--- src/hdl/t4id_pkg.sv ---
`timescale 1ns / 1ps

package t4id_pkg;

  // Operation codes of an input request.
  localparam logic OP_PALETTE = 1'b0;
  localparam logic OP_TILE    = 1'b1;

  localparam int PAL_DEPTH   = 16;
  localparam int PAL_IDX_W   = 4;
  localparam int COLOR_W     = 15;
  localparam int QUEUE_DEPTH = 2;
  localparam int QPTR_W      = $clog2(QUEUE_DEPTH);

  localparam logic [7:0] ALPHA_OPAQUE = 8'hFF;
  localparam logic [7:0] ALPHA_CLEAR  = 8'h00;

  typedef struct packed {
    logic                 operation;
    logic [PAL_IDX_W-1:0] palette_index;
    logic [COLOR_W-1:0]   color;
    logic [7:0]           tile_byte;
  } in_req_t;

  typedef struct packed {
    logic [4:0]  pixel_x;
    logic [4:0]  pixel_y;
    logic [31:0] left_rgba;
    logic [31:0] right_rgba;
    logic        last_of_icon;
  } out_res_t;

  // One classified request waiting between the front and back ends.
  typedef struct packed {
    logic                 operation;
    logic [PAL_IDX_W-1:0] palette_index;
    logic [COLOR_W-1:0]   color;
    logic [7:0]           tile_byte;
    logic [4:0]           pixel_x;
    logic [4:0]           pixel_y;
    logic                 last_of_icon;
  } q_entry_t;

  // Widens each 5-bit channel of a BGR555 color into RGBA8888, red on top.
  function automatic logic [31:0] expand_rgba(input logic [COLOR_W-1:0] c,
                                              input logic opaque);
    expand_rgba = {c[4:0], 3'b000, c[9:5], 3'b000, c[14:10], 3'b000,
                   (opaque ? ALPHA_OPAQUE : ALPHA_CLEAR)};
  endfunction

endpackage

--- src/hdl/t4id_front.sv ---
`timescale 1ns / 1ps

module t4id_front #(
  parameter int TILES_PER_SIDE = 4
) (
  input  logic               clk,
  input  logic               rst_n,
  input  logic               in_valid,
  output logic               in_stall,
  input  t4id_pkg::in_req_t  in_req,
  input  logic               q_full,
  output logic               q_push,
  output t4id_pkg::q_entry_t q_push_entry
);
  import t4id_pkg::*;

  localparam int TW = (TILES_PER_SIDE > 1) ? $clog2(TILES_PER_SIDE) : 1;
  localparam logic [TW-1:0] TILE_MAX = TW'(TILES_PER_SIDE - 1);

  logic [1:0]    col_r, col_nxt;
  logic [2:0]    row_r, row_nxt;
  logic [TW-1:0] tx_r, tx_nxt;
  logic [TW-1:0] ty_r, ty_nxt;
  logic [TW+1:0] tx_ext, ty_ext;
  logic          accept, is_tile, row_end, tile_end, band_end, icon_end;

  assign in_stall = q_full;
  assign accept   = in_valid && !q_full;
  assign is_tile  = (in_req.operation == OP_TILE);

  assign row_end  = (col_r == 2'd3);
  assign tile_end = row_end && (row_r == 3'd7);
  assign band_end = tile_end && (tx_r == TILE_MAX);
  assign icon_end = band_end && (ty_r == TILE_MAX);

  // Raster position: the column pair and tile column make x, the row and
  // tile row make y; only the low bits survive the 5-bit fields.
  assign tx_ext = {2'b00, tx_r};
  assign ty_ext = {2'b00, ty_r};

  always_comb begin
    col_nxt = col_r;
    row_nxt = row_r;
    tx_nxt  = tx_r;
    ty_nxt  = ty_r;
    if (accept && is_tile) begin
      col_nxt = col_r + 2'd1;
      if (row_end) begin
        row_nxt = row_r + 3'd1;
      end
      if (tile_end) begin
        tx_nxt = band_end ? '0 : tx_r + TW'(1);
      end
      if (band_end) begin
        ty_nxt = icon_end ? '0 : ty_r + TW'(1);
      end
    end
  end

  always_ff @(posedge clk) begin
    if (!rst_n) begin
      col_r <= '0;
      row_r <= '0;
      tx_r  <= '0;
      ty_r  <= '0;
    end else begin
      col_r <= col_nxt;
      row_r <= row_nxt;
      tx_r  <= tx_nxt;
      ty_r  <= ty_nxt;
    end
  end

  always_comb begin
    q_push                     = accept;
    q_push_entry.operation     = in_req.operation;
    q_push_entry.palette_index = in_req.palette_index;
    q_push_entry.color         = in_req.color;
    q_push_entry.tile_byte     = in_req.tile_byte;
    q_push_entry.pixel_x       = {tx_ext[1:0], col_r, 1'b0};
    q_push_entry.pixel_y       = {ty_ext[1:0], row_r};
    q_push_entry.last_of_icon  = icon_end;
  end

endmodule

--- src/hdl/t4id_queue.sv ---
`timescale 1ns / 1ps

module t4id_queue (
  input  logic               clk,
  input  logic               rst_n,
  input  logic               push,
  input  t4id_pkg::q_entry_t push_entry,
  output logic               full,
  input  logic               pop,
  output logic               head_valid,
  output t4id_pkg::q_entry_t head
);
  import t4id_pkg::*;

  q_entry_t          entries_r [QUEUE_DEPTH];
  logic [QPTR_W-1:0] wr_ptr_r, wr_ptr_nxt;
  logic [QPTR_W-1:0] rd_ptr_r, rd_ptr_nxt;
  logic [QPTR_W:0]   count_r, count_nxt;

  assign full       = (count_r == (QPTR_W + 1)'(QUEUE_DEPTH));
  assign head_valid = (count_r != '0);
  assign head       = entries_r[rd_ptr_r];

  always_comb begin
    wr_ptr_nxt = push ? wr_ptr_r + QPTR_W'(1) : wr_ptr_r;
    rd_ptr_nxt = pop ? rd_ptr_r + QPTR_W'(1) : rd_ptr_r;
    count_nxt  = count_r;
    if (push && !pop) begin
      count_nxt = count_r + (QPTR_W + 1)'(1);
    end else if (pop && !push) begin
      count_nxt = count_r - (QPTR_W + 1)'(1);
    end
  end

  always_ff @(posedge clk) begin
    if (!rst_n) begin
      wr_ptr_r <= '0;
      rd_ptr_r <= '0;
      count_r  <= '0;
    end else begin
      wr_ptr_r <= wr_ptr_nxt;
      rd_ptr_r <= rd_ptr_nxt;
      count_r  <= count_nxt;
    end
  end

  always_ff @(posedge clk) begin
    if (push) begin
      entries_r[wr_ptr_r] <= push_entry;
    end
  end

endmodule

--- src/hdl/t4id_back.sv ---
`timescale 1ns / 1ps

module t4id_back (
  input  logic               clk,
  input  logic               rst_n,
  input  logic               q_valid,
  input  t4id_pkg::q_entry_t q_head,
  output logic               q_pop,
  output logic               out_valid,
  input  logic               out_stall,
  output t4id_pkg::out_res_t out_res
);
  import t4id_pkg::*;

  logic [COLOR_W-1:0] pal_mem [PAL_DEPTH];

  logic               out_valid_r, out_valid_nxt;
  logic [4:0]         x_r, y_r;
  logic               last_r;
  logic [COLOR_W-1:0] lcol_r, rcol_r;
  logic               lop_r, rop_r;
  logic               out_free, pal_pop, tile_pop;

  // A palette write needs no result slot, so it leaves the queue at once;
  // a tile byte waits until the result register is empty or being taken.
  assign out_free = !out_valid_r || !out_stall;
  assign pal_pop  = q_valid && (q_head.operation == OP_PALETTE);
  assign tile_pop = q_valid && (q_head.operation == OP_TILE) && out_free;
  assign q_pop    = pal_pop || tile_pop;

  always_comb begin
    out_valid_nxt = out_valid_r;
    if (tile_pop) begin
      out_valid_nxt = 1'b1;
    end else if (!out_stall) begin
      out_valid_nxt = 1'b0;
    end
  end

  always_ff @(posedge clk) begin
    if (!rst_n) begin
      out_valid_r <= 1'b0;
    end else begin
      out_valid_r <= out_valid_nxt;
    end
  end

  always_ff @(posedge clk) begin
    if (pal_pop) begin
      pal_mem[q_head.palette_index] <= q_head.color;
    end
  end

  always_ff @(posedge clk) begin
    if (tile_pop) begin
      x_r    <= q_head.pixel_x;
      y_r    <= q_head.pixel_y;
      last_r <= q_head.last_of_icon;
      lcol_r <= pal_mem[q_head.tile_byte[3:0]];
      rcol_r <= pal_mem[q_head.tile_byte[7:4]];
      lop_r  <= (q_head.tile_byte[3:0] != '0);
      rop_r  <= (q_head.tile_byte[7:4] != '0);
    end
  end

  assign out_valid = out_valid_r;

  always_comb begin
    out_res.pixel_x      = x_r;
    out_res.pixel_y      = y_r;
    out_res.left_rgba    = expand_rgba(lcol_r, lop_r);
    out_res.right_rgba   = expand_rgba(rcol_r, rop_r);
    out_res.last_of_icon = last_r;
  end

endmodule

--- src/hdl/tiled_4bpp_icon_decoder_core.sv ---
`timescale 1ns / 1ps
// A tile byte passes through the queue and a palette lookup into the result register.
// Throughput: one request per cycle, loads and bytes alike, if out_stall is low; a load gives no result.
// The figure is set by the single palette read stage, which looks up both pixels of a byte together.
// Reset (rst_n, synchronous, active low) clears the byte counters, the queue and the result valid.
// Palette contents are not cleared; an entry must be loaded before any tile byte refers to it.

module tiled_4bpp_icon_decoder_core #(
  parameter int TILES_PER_SIDE = 4
) (
  input  logic               clk,
  input  logic               rst_n,
  input  logic               in_valid,
  output logic               in_stall,
  input  t4id_pkg::in_req_t  in_req,
  output logic               out_valid,
  input  logic               out_stall,
  output t4id_pkg::out_res_t out_res
);
  import t4id_pkg::*;

  // The front end counts tile bytes and tags each request with its raster
  // position, so the back end never needs the counters. Both request kinds
  // travel through the same queue, which keeps palette writes ordered with
  // the tile bytes around them: a byte ahead of a palette load still sees
  // the old color, and every byte behind it sees the new one.
  logic     q_push, q_full, q_pop, q_valid;
  q_entry_t q_push_entry, q_head;

  t4id_front #(
    .TILES_PER_SIDE(TILES_PER_SIDE)
  ) u_front (
    .clk         (clk),
    .rst_n       (rst_n),
    .in_valid    (in_valid),
    .in_stall    (in_stall),
    .in_req      (in_req),
    .q_full      (q_full),
    .q_push      (q_push),
    .q_push_entry(q_push_entry)
  );

  // A two-entry queue lets the front keep accepting while the result
  // register is stalled, and lets palette loads drain while it waits.
  t4id_queue u_queue (
    .clk       (clk),
    .rst_n     (rst_n),
    .push      (q_push),
    .push_entry(q_push_entry),
    .full      (q_full),
    .pop       (q_pop),
    .head_valid(q_valid),
    .head      (q_head)
  );

  // The back end owns the palette store; it writes loads and looks up both
  // nibbles of a tile byte straight into the result register.
  t4id_back u_back (
    .clk      (clk),
    .rst_n    (rst_n),
    .q_valid  (q_valid),
    .q_head   (q_head),
    .q_pop    (q_pop),
    .out_valid(out_valid),
    .out_stall(out_stall),
    .out_res  (out_res)
  );

endmodule

--- config.mk ---
export PLATFORM = sky130hd
export DESIGN_NAME = tiled_4bpp_icon_decoder_core
export DESIGN_NICKNAME = d
export VERILOG_FILES = /design/src/hdl/t4id_pkg.sv /design/src/hdl/t4id_front.sv /design/src/hdl/t4id_queue.sv /design/src/hdl/t4id_back.sv /design/src/hdl/tiled_4bpp_icon_decoder_core.sv
export SDC_FILE = /design/constraint.sdc
export NUM_CORES = 1
export LEC_CHECK = 0
export BUFFER_PORTS_ARGS = -buffer_cell sky130_fd_sc_hd__buf_2
export CORE_ASPECT_RATIO = 1.5
export CORE_UTILIZATION = 40
export CTS_CLUSTER_DIAMETER = 30
export CTS_CLUSTER_SIZE = 16
export DETAILED_ROUTE_END_ITERATION = 16
export HOLD_SLACK_MARGIN = 0.08
export PLACE_DENSITY = 0.61
export SYNTH_ARGS = -nofsm -noshare
export SYNTH_HDL_FRONTEND = slang
export SYNTH_SLANG_ARGS = --single-unit
--- constraint.sdc ---
create_clock -name clk -period 3.9 [get_ports clk]
set_input_delay 0.78 -clock clk [delete_from_list [all_inputs] [get_ports clk]]
set_output_delay 0.78 -clock clk [all_outputs]
set_load 0.03 [all_outputs]
==> results.yml, run 1 <==
synth:
  ys_ff_latch: 373
  synth_area_leaders: "edfxtp_1, a211oi_1, o21ai_0"
  synthMuxAreaShare: 0.0209
  synth_area_mm2: 0.0192
  synth_top_area_cell: "edfxtp_1"
  synthSimpleGateAreaFrac: 0.101
  ys_warn_count: 0
  async_flop_share: 0
  synthCells: 1804
  yosysUniqueCellTypes: 56
  avgSynthCellArea_um2: 10.6
  synth-edff-count: 358
  yosys.area_share.adder: 0.00391
  ys_seq_area_frac: 0.575
  synth_xor_area_frac: 0.00228
  synth_top_family_by_area: "compound AO/OA/AOI/OAI gates"
  synth_top_area_frac: 0.560
  synth_flop_cell: "edfxtp_1"
  synth_compound_area_frac: 0.238
finish:
  final_layout_size_suffix_gt1_frac: 0.165
  layoutNonFillerInstCount: 2501
  n_antenna_cell: 0
  area_growth_syn_to_layout_pct: 16.0
  fin_nets: 1894
setup_path:
  critical_path_peak_fanout: 57
  crit_type: "flip-flop to flip-flop"
  crit_end: "u_back.lcol_r[14]"
  crit_arrival_ns: 3.30
  reg2reg_slack_ns: 0.92
  rr_endpoint: "u_back.lcol_r[14]"
  ff2ff_path_depth: 5
  start_kind: "flip-flop"
  critPathRequiredTime_ns: 4.22
  end_kind: "flip-flop"
routing:
  drc: 0
  detail_route.vias_per_cell: 6.35
  ant_nets: 0
  wl_per_cell_um: 26.7
  drtIter0Drc: 2115
  num_vias: 15890
  dr.pass1.iters: 6
  wl_um: 66800
place:
  port_buffers: 89
  place_congestion: 0.907
  place_inst: 2399
  place_hpwl_um: 42200
global_routing:
  gr-total-overflow: 0
  grt_max_degree: 92
  grt_pass1_wl_um: 97500
  antenna_found_initial: 3
  grt_usage: 0.268
  grt_pass1_vias: 15197
power:
  leakagePower_nw: 7.37
  netSwitchingFraction: 0.372
  seqPwrFrac: 0.350
  combinationalPowerShare: 0.322
  p_switching_mw: 5.83
  cellPowerDensity_mw_per_mm2: 704
  intPower_mw: 9.85
  ir_worst_vdd_uv: 544
  clkPwrFrac: 0.328
clock_network:
  cts-root-buf: "clkbuf_16"
  clk-insertion-delay-late_ns: 0.59
  cts_made_buffers: 55
  postCtsSetupBuffers: 0
  cts.sinks: 373
  holdBufCountCts: 0
  cts_buffer_depth: 3
  clk_pin_slew_ns: 0.06
  cts_tree: "built"
  post_cts_resized: 0
  cts.htree.levels: 2
floorplanning:
  die_h_um: 270
  start_util: 0.404
  dieArea_mm2: 0.0489
  rows: 98
  die_w_um: 181
  ioPinCount: 109
  core-area_mm2: 0.0476
hold_path:
  worst_hold_startpoint: "in_req[7]"
  hp-class: "input pin to flip-flop"
run_status:
  status: "finished clean"
sta:
  fin_setup_tns_ns: 0
  rsz0062_at_grt: "false"
  finClkSkew_ns: 0.0238
  hold_viol: 0
  finalMaxSlewViolations: 0
  layout_min_cycle_time_ns: 2.98
  worstMarginPinSlew_ns: 1.19
  hold_slack_ns: 0.390
  fin_crit_sh: 0.764
  fmax_mhz: 336
  setup_violations: 0
  relSlewSlack: 0.207
flow_run:
  maxCapViolCount: 0
==> power by group through the flow <==
| stage | sequential [mW] | clock [mW] | combinational (mW) |
|---|---|---|---|
| CTS | 5.50 | 5.20 | 4.98 |
| finish | 5.50 | 5.14 | 5.05 |
| floorplan | 5.69 | 0 | 3.04 |
| global placement | 5.57 | 0 | 4.89 |
| detailed placement | 5.57 | 0 | 4.96 |
| global route | 5.53 | 5.35 | 5.35 |
==> sequential cells by signal, indices dropped and copies added, names as in the netlist, named ones only <==
register           count
u_queue.rd_ptr_r       1
u_front.tx_r           2
u_queue.entries_r     76
u_back.out_valid       1
u_queue.count_r        2
u_back.lcol_r         15
u_queue.wr_ptr_r       1
u_back.x_r             4
u_front.col_r          2
u_back.rcol_r         15
u_back.y_r             5
u_back.lop_r           1
u_back.rop_r           1
u_front.row_r          3
u_front.ty_r           2
u_back.pal_mem       240
u_back.last_r          1
==> routing by layer <==
layer,vias up,track usage,share of wire
li1,7006,-,-
met2,957,0.464,0.50
met1,7726,0.316,0.37
met4,4,0.153,0.058
met3,197,0.0395,0.078
met5,-,0,0.00034
==> cell families after synthesis <==
family                     Yosys count
other                                1
buffers and inverters              246
xor gates and xnor gates             5
muxes                               35
AOI/OAI and AO/OA                  699
adders and majority gates            6
and+or+nand+nor                    439
DFF                                373
==> critical path: stages (launching register included) <==
cell	delay (ns)
dfxtp_4	0.55
buf_4	0.40
a32oi_2	0.99
buf_4	0.32
a211oi_1	0.07
a311o_1	0.33
==> area by class of cell <==
type | instances | area [µm²]
clock buffer | 60 | 1440
clock inverter | 42 | 494
fill | 4307 | 25300
inverter | 56 | 210
multi-input combinational | 1203 | 7190
sequential | 373 | 11100
tap | 600 | 751
timing repair buffer | 167 | 1140
==> worst min path at each step <==
stage | endpoint | cells after the start
2_1_floorplan | u_queue.entries_r[0][7] | 0
3_3_place_gp | u_queue.entries_r[0][2] | 0
3_5_place_dp | u_queue.entries_r[1][2] | 0
4_1_cts | u_queue.entries_r[0][17] | 1
5_1_grt | u_queue.entries_r[0][17] | 1
6_report | u_queue.entries_r[1][17] | 1
==> cells in the mapped netlist, types with 31 or more instances <==
master    number
a211oi_1     145
a21oi_1      124
a31oi_1       31
buf_2         31
buf_4         39
clkbuf_1     107
edfxtp_1     358
inv_1         55
nand2_1      137
nor2_1       143
nor3_1        63
o211ai_1      64
o21ai_0      162
o22ai_1       58
==> layout by cell type, fill, tap and decap left out, types with 7 or more instances in the layout <==
cell        netlist  layout
edfxtp_1        358     358
o21ai_0         162     162
a211oi_1        145     145
nand2_1         137     137
nor2_1          143     131
a21oi_1         124     122
buf_2            31      89
buf_4            39      69
o211ai_1         64      64
nor3_1           63      63
o22ai_1          58      58
clkbuf_16         0      56
inv_1            55      55
a31oi_1          31      31
nand3_1          30      30
nand2b_1         29      29
a311o_1          29      29
o21a_1           28      28
a221oi_1         27      27
mux2_2           27      26
conb_1            1      19
nor2b_1          16      15
dfxtp_1          15      14
nor2_2            0      12
clkinvlp_4        0       9
buf_12            0       9
clkinv_1          1       7
bufinv_16         0       7
==> metrics by stage <==
step	util	power (mW)	area (µm²)	setup WS (ns)
final	0.468	15.7	22300	0.921
after global routing	0.468	16.2	22300	0.795
after CTS	0.468	15.7	22300	0.931
after detailed placement	0.428	10.5	20300	0.946
after global placement	0.428	10.5	20300	0.996
after floorplan	-	8.72	19300	0.306
(Power assumes the default switching activity.)
==> inputs of run 2 (changes only) <==
Settings changed: ABC_AREA from default to 1.
Clock period 3.9 ns to 3.02 ns, I/O delays scaled along.
==> run 2 against run 1 <==
Effect of this change:
- sequential cell count stayed put
- register-to-register slack worse by 0.48 ns
- utilization increased by 0.67 points
- clock power is 42% higher
- critical endpoint is now u_back.rcol_r[5]
- largest cell class unchanged
- largest power group is now combinational logic
==> results.yml, run 2 <==
run_status:
  status: "finished clean"
finish:
  final_common_cell: "nand3_1"
  reg_top3: "u_back.pal_mem x240, u_queue.entries_r x76"
  area_growth_syn_to_layout_pct: 17.4
  regMostFlops: "u_back.pal_mem"
  finalInstanceArea_mm2: 0.0217
  final_layout_size_suffix_gt1_frac: 0.133
  n_antenna_cell: 0
  largest_reg_flops: 240
  layoutNonFillerInstCount: 2739
  layout_common_cells: "nand3_1, nand2_1, edfxtp_1"
  fin_nets: 2139
  utilization: 0.475
setup_path:
  crit_arrival_ns: 2.91
  end_kind: "flip-flop"
  start_kind: "flip-flop"
  cp_slowest_stage_delay_ns: 0.47
  cp_common_cell: "nand3_1"
  worstPathCellList: "inv_2 -> nand2_4 -> nand2_4 -> buf_12 -> nand2_1 -> nand3_1 -> nand3_1 -> nand3_1 -> nand2_1"
  crit_type: "flip-flop to flip-flop"
  critPathRequiredTime_ns: 3.35
  slowest_stage: "nand2_4"
  critical_path_peak_fanout: 36
routing:
  drtIter0Drc: 1798
  ant_nets: 0
  num_vias: 14806
  wl_per_cell_um: 20.5
  drc: 0
  dr.pass1.iters: 7
  wl_um: 56300
  detail_route.vias_per_cell: 5.41
floorplanning:
  die_w_um: 177
  dieArea_mm2: 0.0471
  core-area_mm2: 0.0456
  rows: 96
  die_h_um: 265
  ioPinCount: 109
  start_util: 0.405
place:
  place_hpwl_um: 35100
  port_buffers: 89
  place_congestion: 0.907
  dp_slack_ns: 0.477
  place_inst: 2621
  dpl-instance-area_mm2: 0.0195
synth:
  ys_ff_latch: 373
  synth_top_area_frac: 0.582
  synth.most_common_cell: "nand3_1"
  yosysUniqueCellTypes: 27
  synth_top_area_cell: "edfxtp_1"
  ys_warn_count: 0
  synth_flop_cell: "edfxtp_1"
  avgSynthCellArea_um2: 9.14
  async_flop_share: 0
  synth-edff-count: 358
  ys_seq_area_frac: 0.598
  synthCells: 2020
  synth_area_mm2: 0.0185
  synth_area_leaders: "edfxtp_1, nand3_1, nand2_1"
  synth_common_cells: "nand3_1, nand2_1, edfxtp_1"
sta:
  layout_min_cycle_time_ns: 2.58
  fmax_mhz: 388
  hold_viol: 0
  fin_crit_sh: 0.854
  setup_violations: 0
  finalMaxSlewViolations: 0
  relSlewSlack: 0.418
  worstMarginPinSlew_ns: 0.873
  layout_setup_ws_ns: 0.441
  fin_setup_tns_ns: 0
  rsz0062_at_grt: "false"
  hold_slack_ns: 0.213
  finClkSkew_ns: 0.0322
power:
  ir_worst_vdd_uv: 756
  cellPowerDensity_mw_per_mm2: 1020
  leakagePower_nw: 9.53
  power_mw: 22.0
global_routing:
  grt_pass1_wl_um: 86100
  antenna_found_initial: 1
  grt_max_degree: 106
  grt_pass1_vias: 14482
  gr-total-overflow: 0
  grt_usage: 0.244
clock_network:
  cts_buffer_depth: 3
  cts_tree: "built"
  cts_made_buffers: 66
  cts.sinks: 373
  clk-insertion-delay-late_ns: 0.58
  post_cts_resized: 0
  holdBufCountCts: 0
  clk_pin_slew_ns: 0.06
  postCtsSetupBuffers: 0
  cts.htree.levels: 3
  cts-root-buf: "clkbuf_16"
flow_run:
  maxCapViolCount: 0
hold_path:
  hp-class: "input pin to flip-flop"
-- run 2: cell families after synthesis --
logic type / Yosys count / synth area share
buffers and inverters: 450 / 0.109
and+or+nand+nor: 1162 / 0.279
xor gates and xnor gates: 2 / 0.000949
AOI/OAI and AO/OA: 26 / 0.00867
adders and majority gates: 6 / 0.00406
DFF: 373 / 0.598
other: 1 / 0.000203
-- run 2: report_power, final --
part / internal (mW) / switching, mW / leakage (nW)
registers: 6.87 / 0.229 / 3.40
logic: 1.92 / 5.69 / 5.08
clock network: 4.68 / 2.64 / 1.06
total: 13.5 / 8.56 / 9.53
-- run 2: per-layer routing --
layer / GRT usage / routed length, µm / vias up
li1: - / - / 6811
met1: 0.291 / 21000 / 7016
met2: 0.415 / 28000 / 799
met3: 0.0460 / 4610 / 178
met4: 0.129 / 2690 / 2
met5: 0 / 13 / -
-- run 2: final timing paths --
kind | slack, ns | depth (start not counted) | to | start
worst max register to register | 0.44 | 9 | u_back.rcol_r[5] | flip-flop
worst min register to register | 0.49 | 2 | u_front.row_r[1] | u_front.row_r[1]
worst max-delay path | 0.44 | 9 | u_back.rcol_r[5] | flip-flop
worst min-delay path | 0.21 | 1 | u_queue.entries_r[0][16] | in_req[6]
-- run 2: final cells by class --
| cell class | instances | area (µm²) |
|---|---|---|
| clock buffers | 75 | 1760 |
| clock inverters | 43 | 452 |
| fillers | 4275 | 24000 |
| inverters | 298 | 1120 |
| multi-input cells | 1215 | 5540 |
| flip-flops and latches | 373 | 11100 |
| well taps | 588 | 736 |
| repair buffers | 147 | 1020 |
-- run 2: critical path, delay by kind of cell, from the launching register on --
family | cells | cell delay [ns]
simple gates | 7 | 1.25
flops | 1 | 0.43
buf+inv | 2 | 0.64
